--- config.mk ---
export PLATFORM = sky130hd
export DESIGN_NAME = gcode_line_parser
export DESIGN_NICKNAME = d
export VERILOG_FILES = /design/src/hw/rtl/gclp_pkg.sv /design/src/hw/rtl/gclp_front.sv /design/src/hw/rtl/gclp_queue.sv /design/src/hw/rtl/gclp_back.sv /design/src/hw/rtl/gcode_line_parser.sv
export SDC_FILE = /design/constraint.sdc
export NUM_CORES = 2
export LEC_CHECK = 0
export BUFFER_PORTS_ARGS = -buffer_cell sky130_fd_sc_hd__buf_2
export CORE_ASPECT_RATIO = 1.5
export CORE_UTILIZATION = 50
export DETAILED_ROUTE_END_ITERATION = 16
export PLACE_DENSITY = 0.73
export SLEW_MARGIN = 20
export SYNTH_ARGS = -nofsm -noshare
export SYNTH_HDL_FRONTEND = slang
export SYNTH_SLANG_ARGS = --single-unit
--- constraint.sdc ---
create_clock -name clk -period 32.1 [get_ports clk]
set_clock_uncertainty 0.05 [all_clocks]
set_input_delay 3.21 -clock clk [delete_from_list [all_inputs] [get_ports clk]]
set_output_delay 3.21 -clock clk [all_outputs]
set_load 0.01 [all_outputs]
--- src/hw/rtl/gclp_pkg.sv ---
// ----------------------------------------------------------------------------
// gclp_pkg
// Shared constants and types of the G-code line parser.
// ----------------------------------------------------------------------------
`timescale 1ns / 1ps
package gclp_pkg;

  localparam int MAX_WORDS = 8;
  localparam int IDX_W     = $clog2(MAX_WORDS);
  localparam int CNT_W     = $clog2(MAX_WORDS + 1);
  localparam int MAX_FRAC  = 9;

  localparam logic [7:0] CH_LF    = 8'd10;
  localparam logic [7:0] CH_CR    = 8'd13;
  localparam logic [7:0] CH_SPACE = 8'd32;
  localparam logic [7:0] CH_TAB   = 8'd9;
  localparam logic [7:0] CH_MINUS = 8'd45;
  localparam logic [7:0] CH_POINT = 8'd46;
  localparam logic [7:0] CH_G     = 8'd71;
  localparam logic [7:0] CH_M     = 8'd77;
  localparam logic [7:0] CH_X     = 8'd88;
  localparam logic [7:0] CH_Y     = 8'd89;
  localparam logic [7:0] CH_F     = 8'd70;

  localparam logic [1:0] ST_OK      = 2'd0;
  localparam logic [1:0] ST_SYNTAX  = 2'd1;
  localparam logic [1:0] ST_UNKNOWN = 2'd2;

  // one finished line handed from front to back
  typedef struct packed {
    logic                          err;
    logic [CNT_W-1:0]              count;
    logic [MAX_WORDS-1:0][7:0]     letter;
    logic [MAX_WORDS-1:0][31:0]    mant;
    logic [MAX_WORDS-1:0][3:0]     frac;
    logic [MAX_WORDS-1:0]          neg;
  } line_t;

  function automatic logic [29:0] pow10(input logic [3:0] e);
    logic [29:0] p;
    case (e)
      4'd0:    p = 30'd1;
      4'd1:    p = 30'd10;
      4'd2:    p = 30'd100;
      4'd3:    p = 30'd1000;
      4'd4:    p = 30'd10000;
      4'd5:    p = 30'd100000;
      4'd6:    p = 30'd1000000;
      4'd7:    p = 30'd10000000;
      4'd8:    p = 30'd100000000;
      4'd9:    p = 30'd1000000000;
      default: p = 30'd1;
    endcase
    return p;
  endfunction

endpackage

--- src/hw/rtl/gclp_front.sv ---
// ----------------------------------------------------------------------------
// gclp_front
// Byte-level tokenizer: collects letter/number words of one line.
// ----------------------------------------------------------------------------
`timescale 1ns / 1ps
module gclp_front import gclp_pkg::*; (
  input  logic       clk,
  input  logic       rst,
  input  logic       in_valid,
  output logic       in_ready,
  input  logic [7:0] text_byte,
  input  logic       q_full,
  output logic       push,
  output line_t      push_line
);

  typedef enum logic [3:0] {
    PH_LETTER = 4'b0001,
    PH_START  = 4'b0010,
    PH_DIGITS = 4'b0100,
    PH_ERROR  = 4'b1000
  } phase_t;

  phase_t                     phase, phase_next;
  logic [CNT_W-1:0]           count, count_next;
  logic [MAX_WORDS-1:0][7:0]  letter, letter_next;
  logic [MAX_WORDS-1:0][31:0] mant, mant_next;
  logic [MAX_WORDS-1:0][3:0]  frac, frac_next;
  logic [MAX_WORDS-1:0]       neg, neg_next;

  logic             acc, ending, blank, digit, clr;
  logic [7:0]       c, up;
  logic [IDX_W-1:0] w;
  logic [31:0]      mac;

  assign in_ready = !q_full;
  assign acc      = in_valid && in_ready;
  assign c        = text_byte;
  assign ending   = (c == CH_LF) || (c == CH_CR);
  assign blank    = (c == CH_SPACE) || (c == CH_TAB);
  assign digit    = (c >= 8'd48) && (c <= 8'd57);
  assign up       = (c >= 8'd97 && c <= 8'd122) ? c - 8'd32 : c;
  assign w        = (count == '0) ? '0 : IDX_W'(count - CNT_W'(1));
  assign mac      = (mant[w] << 3) + (mant[w] << 1) + {28'd0, c[3:0]};

  always_comb begin
    phase_next  = phase;
    count_next  = count;
    letter_next = letter;
    mant_next   = mant;
    frac_next   = frac;
    neg_next    = neg;
    push        = 1'b0;
    push_line   = '{err: 1'b0, count: count, letter: letter, mant: mant,
                    frac: frac, neg: neg};
    if (acc) begin
      case (phase)
        PH_ERROR: begin
          if (ending) begin
            push          = 1'b1;
            push_line.err = 1'b1;
          end
        end
        PH_LETTER: begin
          if (blank) begin
          end else if (ending) begin
            push = (count != '0);
          end else if (up >= 8'd65 && up <= 8'd90 && count < CNT_W'(MAX_WORDS)) begin
            letter_next[count[IDX_W-1:0]] = up;
            count_next = count + CNT_W'(1);
            phase_next = PH_START;
          end else begin
            phase_next = PH_ERROR;
          end
        end
        default: begin
          if (phase == PH_START && c == CH_MINUS) begin
            neg_next[w] = 1'b1;
            phase_next  = PH_DIGITS;
          end else if (phase == PH_START && !digit) begin
            if (ending) begin
              push          = 1'b1;
              push_line.err = 1'b1;
            end else begin
              phase_next = PH_ERROR;
            end
          end else if (digit) begin
            phase_next = PH_DIGITS;
            if (frac[w] == 4'd0) begin
              mant_next[w] = mac;
            end else if (frac[w] < 4'(MAX_FRAC + 1)) begin
              mant_next[w] = mac;
              frac_next[w] = frac[w] + 4'd1;
            end
          end else if (blank) begin
            phase_next = PH_LETTER;
          end else if (ending) begin
            push = 1'b1;
          end else if (c == CH_POINT) begin
            frac_next[w] = 4'd1;
          end else begin
            phase_next = PH_ERROR;
          end
        end
      endcase
    end
  end

  assign clr = push;

  always_ff @(posedge clk) begin
    letter <= letter_next;
    if (rst || clr) begin
      phase <= PH_LETTER;
      count <= '0;
      mant  <= '0;
      frac  <= '0;
      neg   <= '0;
    end else begin
      phase <= phase_next;
      count <= count_next;
      mant  <= mant_next;
      frac  <= frac_next;
      neg   <= neg_next;
    end
  end

endmodule

--- src/hw/rtl/gclp_queue.sv ---
// ----------------------------------------------------------------------------
// gclp_queue
// Two-entry line queue between tokenizer and executor.
// ----------------------------------------------------------------------------
`timescale 1ns / 1ps
module gclp_queue import gclp_pkg::*; (
  input  logic  clk,
  input  logic  rst,
  input  logic  push,
  input  line_t push_line,
  output logic  full,
  input  logic  pop,
  output logic  empty,
  output line_t head
);

  line_t       ent [2];
  logic        wr_ptr, rd_ptr;
  logic [1:0]  fill;

  assign full  = (fill == 2'd2);
  assign empty = (fill == 2'd0);
  assign head  = ent[rd_ptr];

  always_ff @(posedge clk) begin
    if (push) begin
      ent[wr_ptr] <= push_line;
    end
    if (rst) begin
      wr_ptr <= 1'b0;
      rd_ptr <= 1'b0;
      fill   <= 2'd0;
    end else begin
      if (push) wr_ptr <= !wr_ptr;
      if (pop)  rd_ptr <= !rd_ptr;
      fill <= fill + {1'b0, push} - {1'b0, pop};
    end
  end

endmodule

--- src/hw/rtl/gclp_back.sv ---
// ----------------------------------------------------------------------------
// gclp_back
// Line executor: scales X/Y/F words, decodes the command, holds targets.
// ----------------------------------------------------------------------------
`timescale 1ns / 1ps
module gclp_back import gclp_pkg::*; (
  input  logic        clk,
  input  logic        rst,
  input  logic        cfg_write,
  input  logic [30:0] cfg_data,
  input  logic        q_empty,
  input  line_t       head,
  output logic        pop,
  output logic        out_valid,
  input  logic        out_ready,
  output logic [1:0]  status,
  output logic [7:0]  cmd_letter,
  output logic [31:0] cmd_number,
  output logic [31:0] target_x,
  output logic [31:0] target_y,
  output logic [31:0] feed,
  output logic        relative_mode
);

  typedef enum logic [5:0] {
    S_IDLE  = 6'b000001,
    S_WORD  = 6'b000010,
    S_PREP  = 6'b000100,
    S_DIV   = 6'b001000,
    S_APPLY = 6'b010000,
    S_OUT   = 6'b100000
  } state_t;

  state_t           state;
  logic [CNT_W-1:0] idx;
  logic [31:0]      prod, quo;
  logic [32:0]      rem;
  logic [3:0]       eadj;
  logic [29:0]      divisor;
  logic [4:0]       bitcnt;
  logic [31:0]      held_x, held_y, held_feed;
  logic             mode_rel;

  logic [IDX_W-1:0] wi;
  logic [7:0]       wl;
  logic [3:0]       e0, k, ew;
  logic [9:0]       mult;
  logic             is_xy, is_f, done_words;
  logic [32:0]      rem_sh;
  logic [31:0]      val, num;
  logic [1:0]       st_cmd;
  logic [29:0]      pe;
  logic             pop_set;

  assign wi         = idx[IDX_W-1:0];
  assign wl         = head.letter[wi];
  assign done_words = (idx >= head.count);
  assign is_xy      = (wl == CH_X) || (wl == CH_Y);
  assign is_f       = (wl == CH_F);
  assign pe         = pow10(eadj);

  // exponent = fraction digits, capped; X/Y cancel up to three against 1000
  always_comb begin
    e0 = (head.frac[wi] == 4'd0) ? 4'd0 : head.frac[wi] - 4'd1;
    if (e0 > 4'd9) e0 = 4'd9;
    k  = (is_xy) ? ((e0 > 4'd3) ? 4'd3 : e0) : 4'd0;
    ew = e0 - k;
    case (k)
      4'd0:    mult = is_xy ? 10'd1000 : 10'd1;
      4'd1:    mult = 10'd100;
      4'd2:    mult = 10'd10;
      default: mult = 10'd1;
    endcase
  end

  assign rem_sh = {rem[31:0], prod[31]};
  assign val    = head.neg[wi] ? 32'd0 - quo : quo;
  assign num    = head.mant[0];

  // pop is registered: the line is popped in the cycle after its result is decided
  assign pop_set = ((state == S_IDLE) && !q_empty && !pop && head.err) ||
                   ((state == S_WORD) && (done_words || idx >= CNT_W'(MAX_WORDS)));

  always_comb begin
    st_cmd = ST_OK;
    if (head.letter[0] == CH_G) begin
      if (num != 32'd28 && num != 32'd90 && num != 32'd91 && num != 32'd1)
        st_cmd = ST_UNKNOWN;
    end else if (head.letter[0] == CH_M) begin
      if (num != 32'd0 && num != 32'd112 && num != 32'd114 && num != 32'd119 &&
          num != 32'd202 && num != 32'd222)
        st_cmd = ST_UNKNOWN;
    end else begin
      st_cmd = ST_UNKNOWN;
    end
  end

  assign out_valid     = (state == S_OUT);
  assign target_x      = held_x;
  assign target_y      = held_y;
  assign feed          = held_feed;
  assign relative_mode = mode_rel;

  always_ff @(posedge clk) begin
    if (rst) begin
      state     <= S_IDLE;
      held_x    <= '0;
      held_y    <= '0;
      held_feed <= '0;
      mode_rel  <= 1'b0;
      pop       <= 1'b0;
    end else begin
      pop <= pop_set;
      if (cfg_write) held_feed <= {1'b0, cfg_data};
      case (state)
        S_IDLE: begin
          if (!q_empty && !pop) begin
            if (head.err) begin
              status     <= ST_SYNTAX;
              cmd_letter <= '0;
              cmd_number <= '0;
              state      <= S_OUT;
            end else begin
              if (mode_rel) begin
                held_x <= '0;
                held_y <= '0;
              end
              idx   <= CNT_W'(1);
              state <= S_WORD;
            end
          end
        end
        S_WORD: begin
          if (done_words || idx >= CNT_W'(MAX_WORDS)) begin
            status     <= st_cmd;
            cmd_letter <= head.letter[0];
            cmd_number <= num;
            if (head.letter[0] == CH_G) begin
              if (num == 32'd28) begin
                held_x <= '0;
                held_y <= '0;
              end else if (num == 32'd90) begin
                mode_rel <= 1'b0;
              end else if (num == 32'd91) begin
                mode_rel <= 1'b1;
              end
            end
            state <= S_OUT;
          end else if (is_xy || is_f) begin
            prod  <= 32'(head.mant[wi] * mult);
            eadj  <= ew;
            state <= S_PREP;
          end else begin
            idx <= idx + CNT_W'(1);
          end
        end
        S_PREP: begin
          if (eadj == 4'd0) begin
            quo   <= prod;
            state <= S_APPLY;
          end else begin
            divisor <= pe;
            prod    <= prod + {3'd0, pe[29:1]};
            rem     <= '0;
            bitcnt  <= 5'd31;
            state   <= S_DIV;
          end
        end
        S_DIV: begin
          // restoring divide, one quotient bit per cycle, MSB first
          if (rem_sh >= {3'd0, divisor}) begin
            rem <= rem_sh - {3'd0, divisor};
            quo <= {quo[30:0], 1'b1};
          end else begin
            rem <= rem_sh;
            quo <= {quo[30:0], 1'b0};
          end
          prod   <= {prod[30:0], 1'b0};
          bitcnt <= bitcnt - 5'd1;
          if (bitcnt == 5'd0) state <= S_APPLY;
        end
        S_APPLY: begin
          if (wl == CH_X)      held_x    <= val;
          else if (wl == CH_Y) held_y    <= val;
          else                 held_feed <= val;
          idx   <= idx + CNT_W'(1);
          state <= S_WORD;
        end
        S_OUT: begin
          if (out_ready) state <= S_IDLE;
        end
        default: state <= S_IDLE;
      endcase
    end
  end

endmodule

--- src/hw/rtl/gcode_line_parser.sv ---
// ----------------------------------------------------------------------------
// gcode_line_parser
// G-code line parser: byte tokenizer, line queue and line executor.
// ----------------------------------------------------------------------------
// channel | signals                          | direction
// in      | in_valid/in_ready, text_byte     | byte stream in
// out     | out_valid/out_ready, result regs | one result per line
// cfg     | cfg_valid/cfg_ready, cfg_data    | initial feed write
//
// A byte is taken whenever the two-entry line queue has room.
// Line execution walks the words after the first in order: a word that is
// not X/Y/F is skipped, an X/Y/F word is scaled and applied, through the
// bit-serial divider when it keeps fraction digits after scaling; the result
// is then held until out_ready. A syntax-error line goes straight to the result.
// Reset is synchronous; no clearing pass. Output stalls only hold the
// executor; the tokenizer keeps going until the queue fills.
`timescale 1ns / 1ps
module gcode_line_parser import gclp_pkg::*; (
  input  logic        clk,
  input  logic        rst,
  input  logic        in_valid,
  output logic        in_ready,
  input  logic [7:0]  text_byte,
  input  logic        cfg_valid,
  output logic        cfg_ready,
  input  logic [30:0] cfg_data,
  output logic        out_valid,
  input  logic        out_ready,
  output logic [1:0]  status,
  output logic [7:0]  cmd_letter,
  output logic [31:0] cmd_number,
  output logic [31:0] target_x,
  output logic [31:0] target_y,
  output logic [31:0] feed,
  output logic        relative_mode
);

  logic  q_full, q_empty, push, pop;
  line_t push_line, head;

  assign cfg_ready = 1'b1;

  gclp_front u_front (
    .clk, .rst, .in_valid, .in_ready, .text_byte,
    .q_full, .push, .push_line
  );

  gclp_queue u_queue (
    .clk, .rst, .push, .push_line, .full(q_full),
    .pop, .empty(q_empty), .head
  );

  gclp_back u_back (
    .clk, .rst, .cfg_write(cfg_valid && cfg_ready), .cfg_data,
    .q_empty, .head, .pop, .out_valid, .out_ready,
    .status, .cmd_letter, .cmd_number, .target_x, .target_y, .feed,
    .relative_mode
  );

endmodule

* After elaboration in Yosys (flattened, before gate mapping)
Memories as Yosys holds them, arrays and structs flattened. A register that Yosys moved wholly into a read port is not among the register bits. Cells that the tools add are included.
Word-level totals: flip-flop bits (word level) 657, latch bits 0, memory bits (writable) 730, bits in read-only memories 480, bits of input ports 44, output and inout port bits 142, memories kept 2
Operators by class: add/subtract/negate cells 15, $mul 1, div/mod/pow operators 0, $lt $le $gt $ge 18, equality and inequality tests 62, shift operators 0, multiplexer cells 127, bitwise logic cells 14, reduce and logical (&&, ||, !) cells 68
Memories:
- u_queue.ent | depth 2, width 365, read ports 1, clocked after Yosys merged registers in 1, wr ports 1, RTL line gclp_queue.sv:17 | line_t ent [2];
- (no name shown) | depth 16, width 30, read ports 1, clocked after Yosys merged registers in 1, wr ports 0, RTL line gclp_pkg.sv:41 | case (e)
Operators with widths (count):
- 32-bit two-way mux | 31
- 256-bit two-way mux | 2
- 32-bit one-hot mux with 3 select lines | 3
- 256-bit bitwise mux | 1
- 32-bit binary-select mux with 3-bit select | 2
- 32-bit one-hot mux with 2 select lines | 3
- 32-bit by 7-bit inequality test with 1-bit output (second input constant) | 5
- 32-bit demux with 3-bit select | 1
- 4-bit two-way mux | 22
- 64-bit bitwise mux | 1
- 32-bit by 7-bit == test with 1-bit output (second input constant) | 2
- 32-bit by 8-bit inequality test with 1-bit output (second input constant) | 2
- 8-bit two-way mux | 6
- 8-bit by 7-bit == test with 1-bit output (second input constant) | 5
- 6-bit two-way mux | 6
- 6-bit one-hot mux with 6 select lines | 1
- 33-bit by 30-bit greater-or-equal comparator with 1-bit output | 1
- 32-bit by 29-bit adder with 32-bit output | 1
- 32-bit adder | 1
- 32-bit by 4-bit adder with 32-bit output | 1
- 32-bit bitwise mux | 1
- 32-bit by 5-bit == test with 1-bit output (second input constant) | 1
- 32-bit by 10-bit multiplier with 32-bit output | 1
- 2-bit inequality test (second input constant) | 16
- 80 further kinds | 189

* Logic depth before layout (Yosys ltp)
depth after elaboration 15, mapped depth 37, depth with buffers taken out 29

* Cells and area by module
Synthesis repeated with hierarchy kept, for this count alone.
Second synthesis, totals: cell total of the unflattened synthesis 5808, area total of the unflattened synthesis 69883.3 um2
Modules (own cells, without submodules):
- gclp_queue | times used 1, cells each 1157, area an instance 26815.7 um2, sequential area each 22021.1 um2
- gclp_back | times used 1, cells each 2637, area an instance 25776.0 um2, sequential area each 7767.4 um2
- gclp_front | times used 1, cells each 2012, area an instance 17280.3 um2, sequential area each 8007.7 um2
- gcode_line_parser | times used 1, cells each 2, area an instance 11.3 um2, sequential area each 0.0 um2

* Worst setup path before layout
OpenSTA, ideal clock, no wires.
path type input port to flip-flop, start input port text_byte[4], end memory u_queue.ent[0][0] (netlist bit) (enable), data arrival time 28603 ps, data required time 30511 ps, slack 1908 ps, stages 5, cell sequence nor3_1 nand2_1 nor3_1 nand3_1 nor3_1
Between the ends: word-level cells in the longest chain between the ends 11, elaborated cells between the ends (all ways) 24, those cells by class order compare: 2; eq/ne: 5; mux: 11; reduce/logical: 6
Ends and longest elaborated chain:
- start, declared | RTL line gcode_line_parser.sv:23 | input logic [7:0] text_byte,
- parallel branches: the longest is 7 deep, another holds 8-bit by 6-bit greater-or-equal comparator with 1-bit output
- 1-bit one-hot mux with 2 select lines * | RTL line gclp_front.sv:57 | case (phase)
- 1-bit two-way mux * | RTL line gclp_front.sv:56 | if (acc) begin
- 1-bit two-way mux * | RTL line gclp_queue.sv:26 | if (push) begin
- 1-bit two-way mux (not written as such) * | RTL line gclp_queue.sv:27 | ent[wr_ptr] <= push_line;
- end, declared | RTL line gclp_queue.sv:17
Mark *: on every way between the ends.

==> metrics <==
H-tree depth 4; fin. max-slew vios 0; flop2flop setup slack 21,200 ps; WP buf/inv 4; Post-DP HPWL 129.8 mm; Finished Cell Area 74,840 um^2; TritonCTS Sinks 1,404; Hold Crit Class flip-flop to flip-flop; Clock Tree Buf Depth 3; Initial DRT Pass Iterations 6; Routed WL 193.2 mm; hold buffers post-CTS 0; CTS clk-pin slew, worst paths 70 ps; IO Count 186; Post-synth top flop edfxtp_1; Cell Pwr Density 53.05 nW/um^2; grt ovf 0; routed len/inst 25.60 um; crit start category flip-flop; RSZ-0062 raised after global routing false; hold slack 352.0 ps; initial antenna violation count 8; vias in the first global route 46,122; Worst slew margin 24.69%; layout overhead on the synthesized area 10.63%; Final Cycle Share 33.95%; Placed Area 70,390 um^2; Post-synth ARST share 0%; minimum clock period 10,900 ps; Setup TNS 0 ps; LEAKAGE 28.82 nW; CP Class flip-flop to flip-flop; Die Height 452.5 um; syn_area_per_cell 12.12 um^2; CP max-delay cell dfxtp_4; fin util 55.94%; Final setup viols 0; maximum vdd drop 49.34 uV; EDFF count, synth 968; fin cells 7,548; first-pass GRT wire length 284.6 mm; FMAX 91.77 MHz; port bufs 184; Skew-Pair Late Insertion Delay 790 ps; layout cells sized above 1 12.59%; DR DRC count 0; max cap viols 0; WP depth 27; cell taking the most area after synthesis edfxtp_1; YS warnings 0; DRT iter0 DRCs 4,644; final hold vios 0; overall routing resource usage 28.11%; Nets 6,119; DR vias 46,063; postcts setup bufs 0; Register-to-Register Path Depth 27; Synth area leaders edfxtp_1, dfxtp_1, mux4_2, fa_1, nand2_1; crit path max fanout 47; crit end category flip-flop; Antenna Nets Post-Route 0; via/cell ratio 6.103; sequential share of the synthesized area 55.87%; outcome finished, final reports clean; worst slew pin tran 1127 ps; Initial Utilization 50.56%; core area 133,800 um^2; Placement Rows 164; synthesized flop and latch total 1,404; die area 136,800 um^2; TritonCTS clock tree done; Syn Inst Count 5,581; crit-path leading delay family compound AO/OA/AOI/OAI gates; post-CTS sizing 0; Netlist cell types 97; arrival time worst endpoint 11,370 ps; Die X 302.3 um; Root Driver clkbuf_16; largest net degree at the start of global routing 203; Synth top area share 42.97%; area of the mapped netlist 67,650 um^2; CTS Buf Count 130; hold path depth 0; gp weighted congestion 0.9557; Post-Synthesis Net Count 6,006; CP max stage delay 890 ps; Placed Cells incl. Taps 7,305; WP data required 32,570 ps
==> report_power, final <==
| group | internal, W | switching, W |
|---|---|---|
| clock | 0.000893 | 0.000702 |
| combinational | 0.000162 | 0.000271 |
| sequential | 0.00193 | 0.0000149 |
| total | 0.00298 | 0.000988 |
==> through the flow <==
step,setup WS [ps],total power (W)
after floorplan,1908,0.002194
after global placement,21330,0.002406
after detailed placement,21170,0.002409
after CTS,21150,0.003981
after global routing,20570,0.004076
final,21200,0.003971
==> cells in the mapped netlist (all sizes together), types with 10 or more instances <==
cell type / number
and2: 24
o31ai: 18
nand4: 19
a21oi: 410
and3: 45
o21ai: 138
nor2: 363
nand2b: 27
o21bai: 22
nor3: 96
nor2b: 62
o221ai: 31
a21o: 69
fa: 165
buf: 70
mux2i: 169
a22oi: 48
edfxtp: 968
inv: 284
nor4: 29
nand3: 55
a221oi: 11
or2: 14
xnor2: 91
xor2: 76
mux2: 22
o21a: 19
nor3b: 25
clkbuf: 218
dfxtp: 436
or3: 11
mux4: 192
o22ai: 53
a211oi: 102
ha: 216
a31oi: 11
nand2: 852
nand3b: 10
==> per-layer routing <==
metal	vias up	routed length, um	GRT usage [%]
met3	690	14870	5.098
li1	20532	-	-
met1	22596	67090	31.42
met2	2237	95470	48.21
met4	8	15740	19.78
met5	-	43	0
==> logic make-up (layout without fill, tap and decap cells) <==
group | after synthesis | after routing | share of synthesized area [%]
simple gates | 1660 | 1660 | 10.76
flops | 1404 | 1404 | 55.87
compound gates | 1011 | 1011 | 9.398
buf+inv | 573 | 796 | 3.440
mux | 383 | 383 | 9.455
fa+ha+maj | 382 | 382 | 8.893
xor+xnor | 167 | 167 | 2.173
other cells | 1 | 2 | 0.005543
==> sequential cells by signal, summed over array words and instances (netlist names), 2 cells and up, named ones only <==
register           count
u_queue.ent          730
u_back.prod           32
u_back.idx             4
u_back.eadj            4
u_back.bitcnt          5
u_front.neg            8
u_back.divisor        23
u_back.pe             23
u_queue.fill           2
u_front.phase          4
u_back.cmd_letter      8
u_front.push_line    352
u_front.count          4
u_back.state           6
u_back.quo            32
u_back.target_x       32
u_back.feed           32
u_back.target_y       32
u_back.status          2
u_back.rem            32
u_back.cmd_number     32
==> area by class of cell <==
class	instances	area, um^2
Multi-Input combinational cell	3604	27750
Sequential cell	1404	37800
Fill cell	10752	58950
Inverter	285	1070
Tap cell	1743	2181
Clock inverter	57	646.9
Clock buffer	185	3777
Timing Repair Buffer	269	1612
Antenna cell	1	2.502
==> final timing paths <==
kind | startpoint | endpoint
max | flip-flop | u_back.prod[28]
min | u_back.pe[0] | u_back.divisor[0]
max reg2reg | flip-flop | u_back.prod[28]
min reg2reg | u_back.pe[0] | u_back.divisor[0]
==> cells in the final DEF, fill, tap and decap left out, drive strengths merged, types with 185 or more instances in the layout <==
cell type	count
a21oi	410
nand2	852
clkbuf	185
dfxtp	436
mux4	192
inv	299
nor2	363
ha	216
buf	269
edfxtp	968
Power figures use the tool's default switching activity.
